===== config.mk =====
export PLATFORM = sky130hd
export DESIGN_NAME = wcn_divider
export DESIGN_NICKNAME = d
export VERILOG_FILES = /design/src/rtl/wcn_pkg.sv /design/src/rtl/wcn_divider.sv
export SDC_FILE = /design/constraint.sdc
export NUM_CORES = 1
export LEC_CHECK = 0
export BUFFER_PORTS_ARGS = -buffer_cell sky130_fd_sc_hd__buf_2
export CAP_MARGIN = 20
export CELL_PAD_IN_SITES_DETAIL_PLACEMENT = 1
export CELL_PAD_IN_SITES_GLOBAL_PLACEMENT = 1
export CORE_ASPECT_RATIO = 1.4
export CORE_MARGIN = 2
export CORE_UTILIZATION = 40
export DETAILED_ROUTE_END_ITERATION = 12
export GPL_TIMING_DRIVEN = 0
export PLACE_DENSITY_LB_ADDON = 0.1
export SLEW_MARGIN = 20
export SYNTH_ARGS = -nofsm -noshare
export SYNTH_HDL_FRONTEND = slang
export SYNTH_SLANG_ARGS = --single-unit

===== constraint.sdc =====
create_clock -name clk -period 3.4 [get_ports clk]
set_input_delay 0.34 -clock clk [delete_from_list [all_inputs] [get_ports clk]]
set_output_delay 0.34 -clock clk [all_outputs]
set_load 0.05 [all_outputs]

===== src/rtl/wcn_pkg.sv =====
// Shared widths, limits and types of the weighted component normalizer.
package wcn_pkg;

    localparam int MAX_COMPONENTS = 16;
    localparam int IDX_W          = (MAX_COMPONENTS > 1) ? $clog2(MAX_COMPONENTS) : 1;
    localparam int CNT_W          = $clog2(MAX_COMPONENTS + 1);
    localparam int Q_W            = 32;
    localparam int PROD_W         = 2 * Q_W;
    localparam int FRAC_W         = 16;
    localparam int SUM_W          = 36;
    localparam int REM_W          = SUM_W + 1;
    localparam int SHARE_W        = FRAC_W + 1;
    localparam int COMP_IDX_W     = 6;
    localparam int QCNT_W         = $clog2(SHARE_W);

    localparam logic [SUM_W-1:0]   SUM_MAX   = {SUM_W{1'b1}};
    localparam logic [Q_W-1:0]     Q_MAX     = {Q_W{1'b1}};
    localparam logic [SHARE_W-1:0] SHARE_ONE = SHARE_W'(1) << FRAC_W;

    // Divider status seen by the sequencer
    typedef struct packed {
        logic busy;
        logic done;
    } div_status_t;

endpackage


===== src/rtl/wcn_divider.sv =====
// Serial restoring divider: one quotient bit per cycle, numerator / sum as Q1.16.
module wcn_divider
    import wcn_pkg::*;
(
    input  logic               clk,
    input  logic               rst_n,
    input  logic               div_start,
    input  logic [Q_W-1:0]     div_num,
    input  logic [SUM_W-1:0]   div_den,
    output div_status_t        div_status,
    output logic [SHARE_W-1:0] div_quot
);

    logic                 busy_reg;
    logic                 done_reg;
    logic [QCNT_W-1:0]    cnt_reg;
    logic [REM_W-1:0]     rem_reg;
    logic [SUM_W-1:0]     den_reg;
    logic [SHARE_W-1:0]   quot_reg;
    logic                 ge;
    logic [REM_W-1:0]     rem_sub;

    // Trial subtract of the divisor from the partial remainder
    always_comb
    begin
        ge      = (rem_reg >= {1'b0, den_reg});
        rem_sub = ge ? (rem_reg - {1'b0, den_reg}) : rem_reg;
    end

    // Control: count down the quotient bits, pulse done after the last one
    always_ff @(posedge clk or negedge rst_n)
    begin
        if (!rst_n)
        begin
            busy_reg <= 1'b0;
            done_reg <= 1'b0;
            cnt_reg  <= '0;
        end
        else
        begin
            done_reg <= busy_reg && (cnt_reg == '0);
            if (div_start)
            begin
                busy_reg <= 1'b1;
                cnt_reg  <= QCNT_W'(SHARE_W - 1);
            end
            else if (busy_reg)
            begin
                if (cnt_reg == '0)
                begin
                    busy_reg <= 1'b0;
                end
                else
                begin
                    cnt_reg <= cnt_reg - 1'b1;
                end
            end
        end
    end

    // Datapath: shift remainder, shift in one quotient bit per cycle
    always_ff @(posedge clk)
    begin
        if (div_start)
        begin
            rem_reg  <= REM_W'(div_num);
            den_reg  <= div_den;
            quot_reg <= '0;
        end
        else if (busy_reg)
        begin
            rem_reg  <= {rem_sub[REM_W-2:0], 1'b0};
            quot_reg <= {quot_reg[SHARE_W-2:0], ge};
        end
    end

    assign div_status.busy = busy_reg;
    assign div_status.done = done_reg;
    assign div_quot        = quot_reg;

endmodule


==> qor.csv, run 1 <==
stage,metric,value,unit
pwr,Static Leak,3.26,nW
cells_and_area,Largest register FFs,37,
clocking,"Reg clk slew, reported paths",0.08,ns
cells_and_area,area of the multi-input gates,3130,um^2
timing,Setup Skew,0.0131,ns
synthesis,Yosys reg bits,97,
synthesis,largest cells by area after synthesis,"edfxtp_1, ha_1, dfxtp_1, a21oi_1, mux2_2",
timing,post-route clock period utilization,93.3,%
run_status,status,finished clean,
synthesis,Syn Inst Count,630,
floorplanning,Cell Rows,53,
global_routing,grt ovf,0,
placement,worst setup slack after placement,-0.0195,ns
setup_path,Critical Path RT,3.51,ns
pwr,Power Dens Cells,890,nW/um^2
routing,drt pass-1 iters,4,
flow_run,Maximum Capacitance Violations,0,
synthesis,Yosys top cell area share,33.1,%
timing,fin crit period,3.17,ns
routing,drt total wl,17.7,mm
clocking,root buffer selected by CTS,clkbuf_16,
synthesis,Post-synth EDFFs,68,
timing,final hold slack,0.147,ns
routing,final antenna-violating net count,0,
cells_and_area,share of cells above drive strength 1,22.6,%
placement,global placer's final weighted congestion,0.888,
min_path,Hold Path Class,input port to register,
synthesis,"Top FF cell, synth",edfxtp_1,
clocking,Sink Count,97,
placement,I/O Buffers,89,
routing,# DRC,0,
global_routing,first-pass GRT wire length,28.0,mm
global_routing,largest net degree at the start of global routing,38,
setup_path,maximum net fanout on the critical path,4,
timing,worst setup margin,0.227,ns
synthesis,Synth cell types,70,
routing,Via density,5.53,
clocking,Clock Path Buffers,2,
timing,Worst-Margin Slew,0.992,ns
cells_and_area,fin nets,841,
placement,hpwl dp,13.5,mm
routing,initial detailed-routing violation count,158,
global_routing,vias in the first global route,5581,
routing,DR vias,5129,
synthesis,Avg Inst Size Synth,9.78,um^2
clocking,CTS tree,built,
floorplanning,die width,109,um
synthesis,sequential share of the synthesized area,43.1,%
setup_path,Crit Path Class,register to register,
pwr,VDD IR max,306,uV
setup_path,crit path max-delay cell type,edfxtp_1,
setup_path,CP startpoint kind,register,
floorplanning,die area,16400,um^2
setup_path,largest stage delay on the critical path,0.42,ns
floorplanning,Ports,90,
cells_and_area,Synth-to-Final Area Change,16.2,%
clocking,"Clk Latency, worst-skew pair",0.36,ns
setup_path,worst path cell trace,ha_1 > nand3_1 > o21bai_1 > nand2_1 > a221oi_2 > o41a_1 > o21ai_1 > mux2i_1 > nand3_1 > a221o_1,
timing,RSZ-0062 raised after global routing,false,
timing,Final Slew Violations,0,
cells_and_area,Filler Cells Inserted,1757,
cells_and_area,Sequential Area,2660,um^2
synthesis,Post-Syn Area,6160,um^2
timing,Peak Freq,0.315,GHz
routing,wire per inst,19.1,um
clocking,cts bufs inserted,9,
synthesis,"top cells by count, synth","edfxtp_1, nor2_1, a21oi_1",
setup_path,Critical Path AT,3.28,ns
timing,setup violators final,0,
synthesis,Synth area leader,edfxtp_1,
setup_path,CP most frequent cell,nand3_1,
floorplanning,core area,15100,um^2
cells_and_area,diodes inserted,0,
setup_path,Top delay family on crit path,compound AO/OA/AOI/OAI gates,
setup_path,Crit path buffers/inverters,0,
timing,setup TNS,0,ns
synthesis,most common cell in the netlist,edfxtp_1,
synthesis,Yosys warnings,0,
synthesis,"Async S/R FF share, synth",7.22,%
timing,Fin. Hold Viols,0,
synthesis,post-synth net total,740,
global_routing,GRT Util Overall,22.3,%
timing,Slew HR,33.9,%
floorplanning,initial core utilization,40.9,%
global_routing,antenna violations before repair,0,
clocking,H-tree levels,3,
floorplanning,Chip Height,151,um
setup_path,Crit. End Element,register,
worst reg2reg max path: cells and delay by family, from the launching register on:
family | cells | cell delay [ns]
AOI/OAI and AO/OA | 5 | 1.41
muxes | 1 | 0.22
DFF | 1 | 0.42
adders and majority gates | 1 | 0.39
and+or+nand+nor | 3 | 0.50
cell type report:
class	instances	share of cell area (%)
multi-input combinational	446	43.7
sequential	97	37.1
timing repair buffer	90	6.36
tap	192	3.35
clock buffer	9	3.14
inverter	51	2.67
buffer	36	2.62
clock inverter	7	1.01
metrics by stage:
| step | std cells | area (um^2) | total power [W] | util, % |
|---|---|---|---|---|
| 6_report | 928 | 7160 | 0.00637 | 47.6 |
| 3_3_place_gp | 911 | 6850 | 0.00518 | 45.5 |
| 2_1_floorplan | 630 | 6160 | 0.00438 | - |
| 5_1_grt | 928 | 7160 | 0.00687 | 47.6 |
| 3_5_place_dp | 911 | 6850 | 0.00531 | 45.5 |
| 4_1_cts | 928 | 7160 | 0.00638 | 47.5 |
power by group:
group          internal [W]  switching [W]  total [W]
sequential          0.00162       0.000178    0.00179
combinational       0.00141        0.00211    0.00352
clock              0.000521       0.000535    0.00106
total               0.00355        0.00282    0.00637
kinds of logic after synthesis:
group | Yosys count | synth area share (%)
DFF | 97 | 43.1
buffers and inverters | 87 | 6.11
xor gates and xnor gates | 31 | 4.41
adders and majority gates | 39 | 8.04
AOI/OAI and AO/OA | 168 | 18.0
and+or+nand+nor | 166 | 13.0
muxes | 42 | 7.29
timing repair:
item                                    in CTS  in global routing
setup buffers                                0                  0
gates resized for setup                      0                  5
endpoints found under the setup margin       0                 13
hold endpoints to repair                     7                  0
hold buffers                                 1                  0
final timing paths:
kind,start,end,slack [ns],depth (start not counted)
min reg2reg,rem_reg[36],rem_reg[36],0.51,2
min,div_den[18],den_reg[18],0.15,1
max in group asynchronous,rst_n,cnt_reg[2],2.89,2
max reg2reg,rem_reg[2],rem_reg[26],0.23,10
max,rem_reg[2],rem_reg[26],0.23,10
min in group asynchronous,rst_n,busy_reg,0.35,2
per-layer routing:
metal / wire length (um) / share of wire, % / global-route usage, %
met1: 6810 / 38 / 23.4
met2: 9950 / 56 / 44.0
met3: 562 / 3.2 / 2.93
met4: 411 / 2.3 / 8.46
met5: 0 / 0 / 0
cells in the final DEF (no fill, tap or decap), types with 4 or more instances in the layout:
| cell | Yosys | final |
|---|---|---|
| o21ai_1 | 9 | 8 |
| a21o_1 | 19 | 19 |
| nor3_1 | 7 | 7 |
| nand3_1 | 8 | 8 |
| a31oi_1 | 4 | 4 |
| dfxtp_1 | 22 | 22 |
| and3_1 | 5 | 5 |
| xor2_1 | 14 | 14 |
| buf_2 | 15 | 104 |
| o21ai_0 | 22 | 22 |
| a211oi_1 | 4 | 4 |
| o211ai_1 | 4 | 4 |
| a21oi_1 | 61 | 61 |
| ha_1 | 38 | 38 |
| nand2_1 | 38 | 38 |
| dfrtp_1 | 7 | 7 |
| nand4_1 | 8 | 8 |
| nor2b_1 | 5 | 5 |
| mux2_2 | 23 | 23 |
| mux2i_1 | 19 | 19 |
| o21bai_1 | 4 | 4 |
| and2_1 | 7 | 7 |
| inv_1 | 51 | 51 |
| edfxtp_1 | 68 | 68 |
| o21a_1 | 4 | 4 |
| nor2_1 | 62 | 62 |
| clkbuf_1 | 13 | 11 |
| nand2b_1 | 8 | 8 |
| clkbuf_16 | 0 | 9 |
| xnor2_1 | 17 | 17 |
(Power assumes the default switching activity.)
==> inputs of run 2 (changes only) <==
--- a/config.mk
+++ b/config.mk
@@ -5,13 +5,14 @@
 export SDC_FILE = /design/constraint.sdc
 export NUM_CORES = 1
 export LEC_CHECK = 0
+export ABC_AREA = 1
 export BUFFER_PORTS_ARGS = -buffer_cell sky130_fd_sc_hd__buf_2
 export CAP_MARGIN = 20
 export CELL_PAD_IN_SITES_DETAIL_PLACEMENT = 1
 export CELL_PAD_IN_SITES_GLOBAL_PLACEMENT = 1
 export CORE_ASPECT_RATIO = 1.4
 export CORE_MARGIN = 2
-export CORE_UTILIZATION = 40
+export CORE_UTILIZATION = 38
 export DETAILED_ROUTE_END_ITERATION = 12
 export GPL_TIMING_DRIVEN = 0
 export PLACE_DENSITY_LB_ADDON = 0.1
==> constraint.sdc (replaced) <==
create_clock -name clk -period 2.9 [get_ports clk]
set_input_delay 0.29 -clock clk [delete_from_list [all_inputs] [get_ports clk]]
set_output_delay 0.29 -clock clk [all_outputs]
set_load 0.05 [all_outputs]
==> qor.csv, run 2 <==
stage,metric,value,unit,change
floorplanning,core area,17200,um^2,was 15100 um^2
routing,Via density,4.82,,was 5.53
synthesis,Synth area leader,edfxtp_1,,unchanged
clocking,H-tree levels,3,,unchanged
floorplanning,Chip Height,160,um,was 151 um
setup_path,Critical Path RT,3.02,ns,was 3.51 ns
min_path,Hold Path Class,input port to register,,unchanged
setup_path,CP startpoint kind,register,,unchanged
placement,hpwl dp,15.9,mm,was 13.5 mm
synthesis,Post-Syn Area,6620,um^2,was 6160 um^2
timing,Slew HR,32.7,%,was 33.9%
synthesis,Yosys reg bits,97,,unchanged
global_routing,met2 usage,41.2,%,was 44.0%
global_routing,largest net degree at the start of global routing,40,,was 38
pwr,Power Dens Cells,1030,nW/um^2,was 890 nW/um^2
pwr,Static Leak,3.83,nW,was 3.26 nW
cells_and_area,Synth-to-Final Area Change,16.7,%,was 16.2%
timing,setup TNS,0,ns,unchanged
clocking,cts bufs inserted,9,,unchanged
setup_path,Crit Path Class,register to register,,unchanged
placement,I/O Buffers,89,,unchanged
clocking,CTS tree,built,,unchanged
timing,setup violators final,0,,unchanged
synthesis,Yosys warnings,0,,unchanged
timing,final hold slack,0.0872,ns,was 0.147 ns
synthesis,sequential share of the synthesized area,40.2,%,was 43.1%
setup_path,Critical Path Start,rem_reg[27],,was rem_reg[2]
setup_path,worst path cell trace,ha_1 > nand2_1 > inv_1 > a21oi_1 > nand2_1 > a21oi_2 > nand4_2 > buf_2 > or2_2 > nand3_1 > nand2_1,,was ha_1 > nand3_1 > o21bai_1 > nand2_1 > a221oi_2 > o41a_1 > o21ai_1 > mux2i_1 > nand3_1 > a221o_1
global_routing,met3 Track Usage GR,3.30,%,was 2.93%
global_routing,first-pass GRT wire length,31.8,mm,was 28.0 mm
setup_path,CP most frequent cell,nand2_1,,was nand3_1
synthesis,"Async S/R FF share, synth",7.22,%,unchanged
synthesis,Syn Inst Count,909,,was 630
cells_and_area,"commonest non-fill, non-tap cell in the layout",nand2_1,,was buf_2
timing,Final Slew Violations,0,,unchanged
synthesis,post-synth net total,1019,,was 740
synthesis,"Top FF cell, synth",edfxtp_1,,unchanged
floorplanning,Ports,90,,unchanged
global_routing,grt ovf,0,,unchanged
pwr,Tot Pwr,0.00797,W,was 0.00637 W
global_routing,antenna violations before repair,1,,was 0
clocking,root buffer selected by CTS,clkbuf_16,,unchanged
setup_path,Critical Path AT,2.76,ns,was 3.28 ns
cells_and_area,diodes inserted,0,,unchanged
routing,drt total wl,19.7,mm,was 17.7 mm
global_routing,vias in the first global route,6329,,was 5581
routing,drt pass-1 iters,4,,unchanged
synthesis,Synth cell types,43,,was 70
routing,wire per inst,15.7,um,was 19.1 um
cells_and_area,share of cells above drive strength 1,15.0,%,was 22.6%
timing,fin crit period,2.64,ns,was 3.17 ns
cells_and_area,most frequent cells in the layout,"nand2_1, inv_1, buf_2",,"was buf_2, edfxtp_1, nor2_1"
cells_and_area,Largest register FFs,37,,unchanged
synthesis,most common cell in the netlist,nand2_1,,was edfxtp_1
min_path,Hold Crit Depth,1,,unchanged
timing,Setup Skew,0.0136,ns,was 0.0131 ns
setup_path,crit path max-delay cell type,edfxtp_1,,unchanged
floorplanning,die area,18500,um^2,was 16400 um^2
floorplanning,initial core utilization,38.5,%,was 40.9%
timing,Fin. Hold Viols,0,,unchanged
flow_run,Maximum Capacitance Violations,0,,unchanged
timing,post-route clock period utilization,91.2,%,was 93.3%
clocking,number of setup buffers added after CTS,0,,unchanged
synthesis,largest cells by area after synthesis,"edfxtp_1, nand2_1, inv_1, ha_1, dfxtp_1",,"was edfxtp_1, ha_1, dfxtp_1, a21oi_1, mux2_2"
global_routing,GR Util met1,25.8,%,was 23.4%
setup_path,worst flop-to-flop path startpoint,rem_reg[27],,was rem_reg[2]
routing,initial detailed-routing violation count,220,,was 158
timing,Worst-Margin Slew,1.01,ns,was 0.992 ns
setup_path,worst reg-to-reg path cell count,11,,was 10
clocking,Clock Path Buffers,2,,unchanged
setup_path,Crit. End Element,register,,unchanged
timing,RSZ-0062 raised after global routing,false,,unchanged
routing,DR vias,6040,,was 5129
routing,final antenna-violating net count,0,,unchanged
setup_path,largest stage delay on the critical path,0.40,ns,was 0.42 ns
global_routing,GRT Util Overall,22.3,%,about the same
clocking,Sink Count,97,,unchanged
global_routing,Most Crowded Layer GR,met2,,unchanged
floorplanning,Cell Rows,57,,was 53
synthesis,"top cells by count, synth","nand2_1, inv_1, nor2_1",,"was edfxtp_1, nor2_1, a21oi_1"
synthesis,Avg Inst Size Synth,7.28,um^2,was 9.78 um^2
synthesis,Post-synth EDFFs,68,,unchanged
floorplanning,die width,116,um,was 109 um
placement,global placer's final weighted congestion,0.943,,was 0.888
synthesis,Yosys top cell area share,30.9,%,was 33.1%
run_status,status,finished clean,,unchanged
timing,Peak Freq,0.378,GHz,was 0.315 GHz
clocking,"Reg clk slew, reported paths",0.08,ns,about the same
routing,# DRC,0,,unchanged
pwr,VDD IR max,338,uV,was 306 uV
setup_path,maximum net fanout on the critical path,10,,was 4
cells_and_area,fin nets,1121,,was 841
min_path,hold_sp,div_den[35],,was div_den[18]
clocking,"Clk Latency, worst-skew pair",0.37,ns,was 0.36 ns
==> run 2: cell types whose count changed after synthesis, moves of 9 or more <==
cell	before	now
nand2_1	38	300
inv_1	51	150
nand3_1	8	48
a21oi_1	61	33
mux2_2	23	0
mux2i_1	19	0
a21o_1	19	1
o22ai_1	0	14
buf_2	15	3
xor2_1	14	3
nor2_1	62	71
==> run 2: path summary, 6_finish.rpt <==
path,endpoint,slack (ns)
setup / recovery,rem_reg[25],0.26
hold / removal,den_reg[35],0.09
setup reg to reg,rem_reg[25],0.26
hold reg to reg,div_quot[16],0.46
max in group asynchronous,cnt_reg[4],2.46
min in group asynchronous,busy_reg,0.28
==> run 2: logic make-up (layout without fill, tap and decap cells) <==
kind of cell / count (synthesis) / after routing / synth area share (%)
simple gates: 474 / 474 / 30.4
buf+inv: 177 / 284 / 10.7
compound gates: 102 / 102 / 8.59
flops: 97 / 97 / 40.2
fa+ha+maj: 39 / 39 / 7.49
xor+xnor: 20 / 20 / 2.65
==> run 2: area by class of cell <==
cell class                      instances  area [um^2]
Buffer                                 18          110
Clock buffer                           10          250
Clock inverter                          6         77.6
Fill cell                            2295         9470
Inverter                              159          597
Multi-Input combinational cell        635         3260
Sequential cell                        97         2660
Tap cell                              236          295
Timing Repair Buffer                   91          475
==> run 2: per-stage QoR <==
step | utilization (%) | instance area, um^2 | worst slack [ns] | std cells
2_1_floorplan | - | 6620 | 0.706 | 909
4_1_cts | 44.9 | 7710 | 0.182 | 1252
3_3_place_gp | 42.8 | 7360 | -0.939 | 1234
6_report | 44.9 | 7720 | 0.256 | 1252
5_1_grt | 44.9 | 7720 | 0.00277 | 1252
3_5_place_dp | 42.9 | 7380 | 0.0943 | 1235
==> run 2: worst max-delay path: cells and delay by family (launching register included) <==
family	cells	cell delay, ns
AND/OR/NAND/NOR	6	0.90
flip-flops	1	0.40
AO/OA/AOI/OAI	2	0.40
adder cells (fa/ha/maj)	1	0.38
buffers and inverters	2	0.31
==> run 2: power breakdown <==
part	total (W)	switching [W]	internal, W
registers	0.00212	0.000211	0.00191
clock network	0.00130	0.000631	0.000669
logic	0.00455	0.00297	0.00158
total	0.00797	0.00381	0.00416
==> run 2: routing by layer <==
metal  up-vias  wire, um
met4         0       471
li1       3099         -
met3        26       563
met2        84     10400
met1      2831      8240
met5         -         0
==> run 2: repair_timing <==
item,in CTS,in global routing
hold buffers,1,0
gates resized for setup,0,2
endpoints found under the hold margin,7,0
setup endpoints to repair,0,3
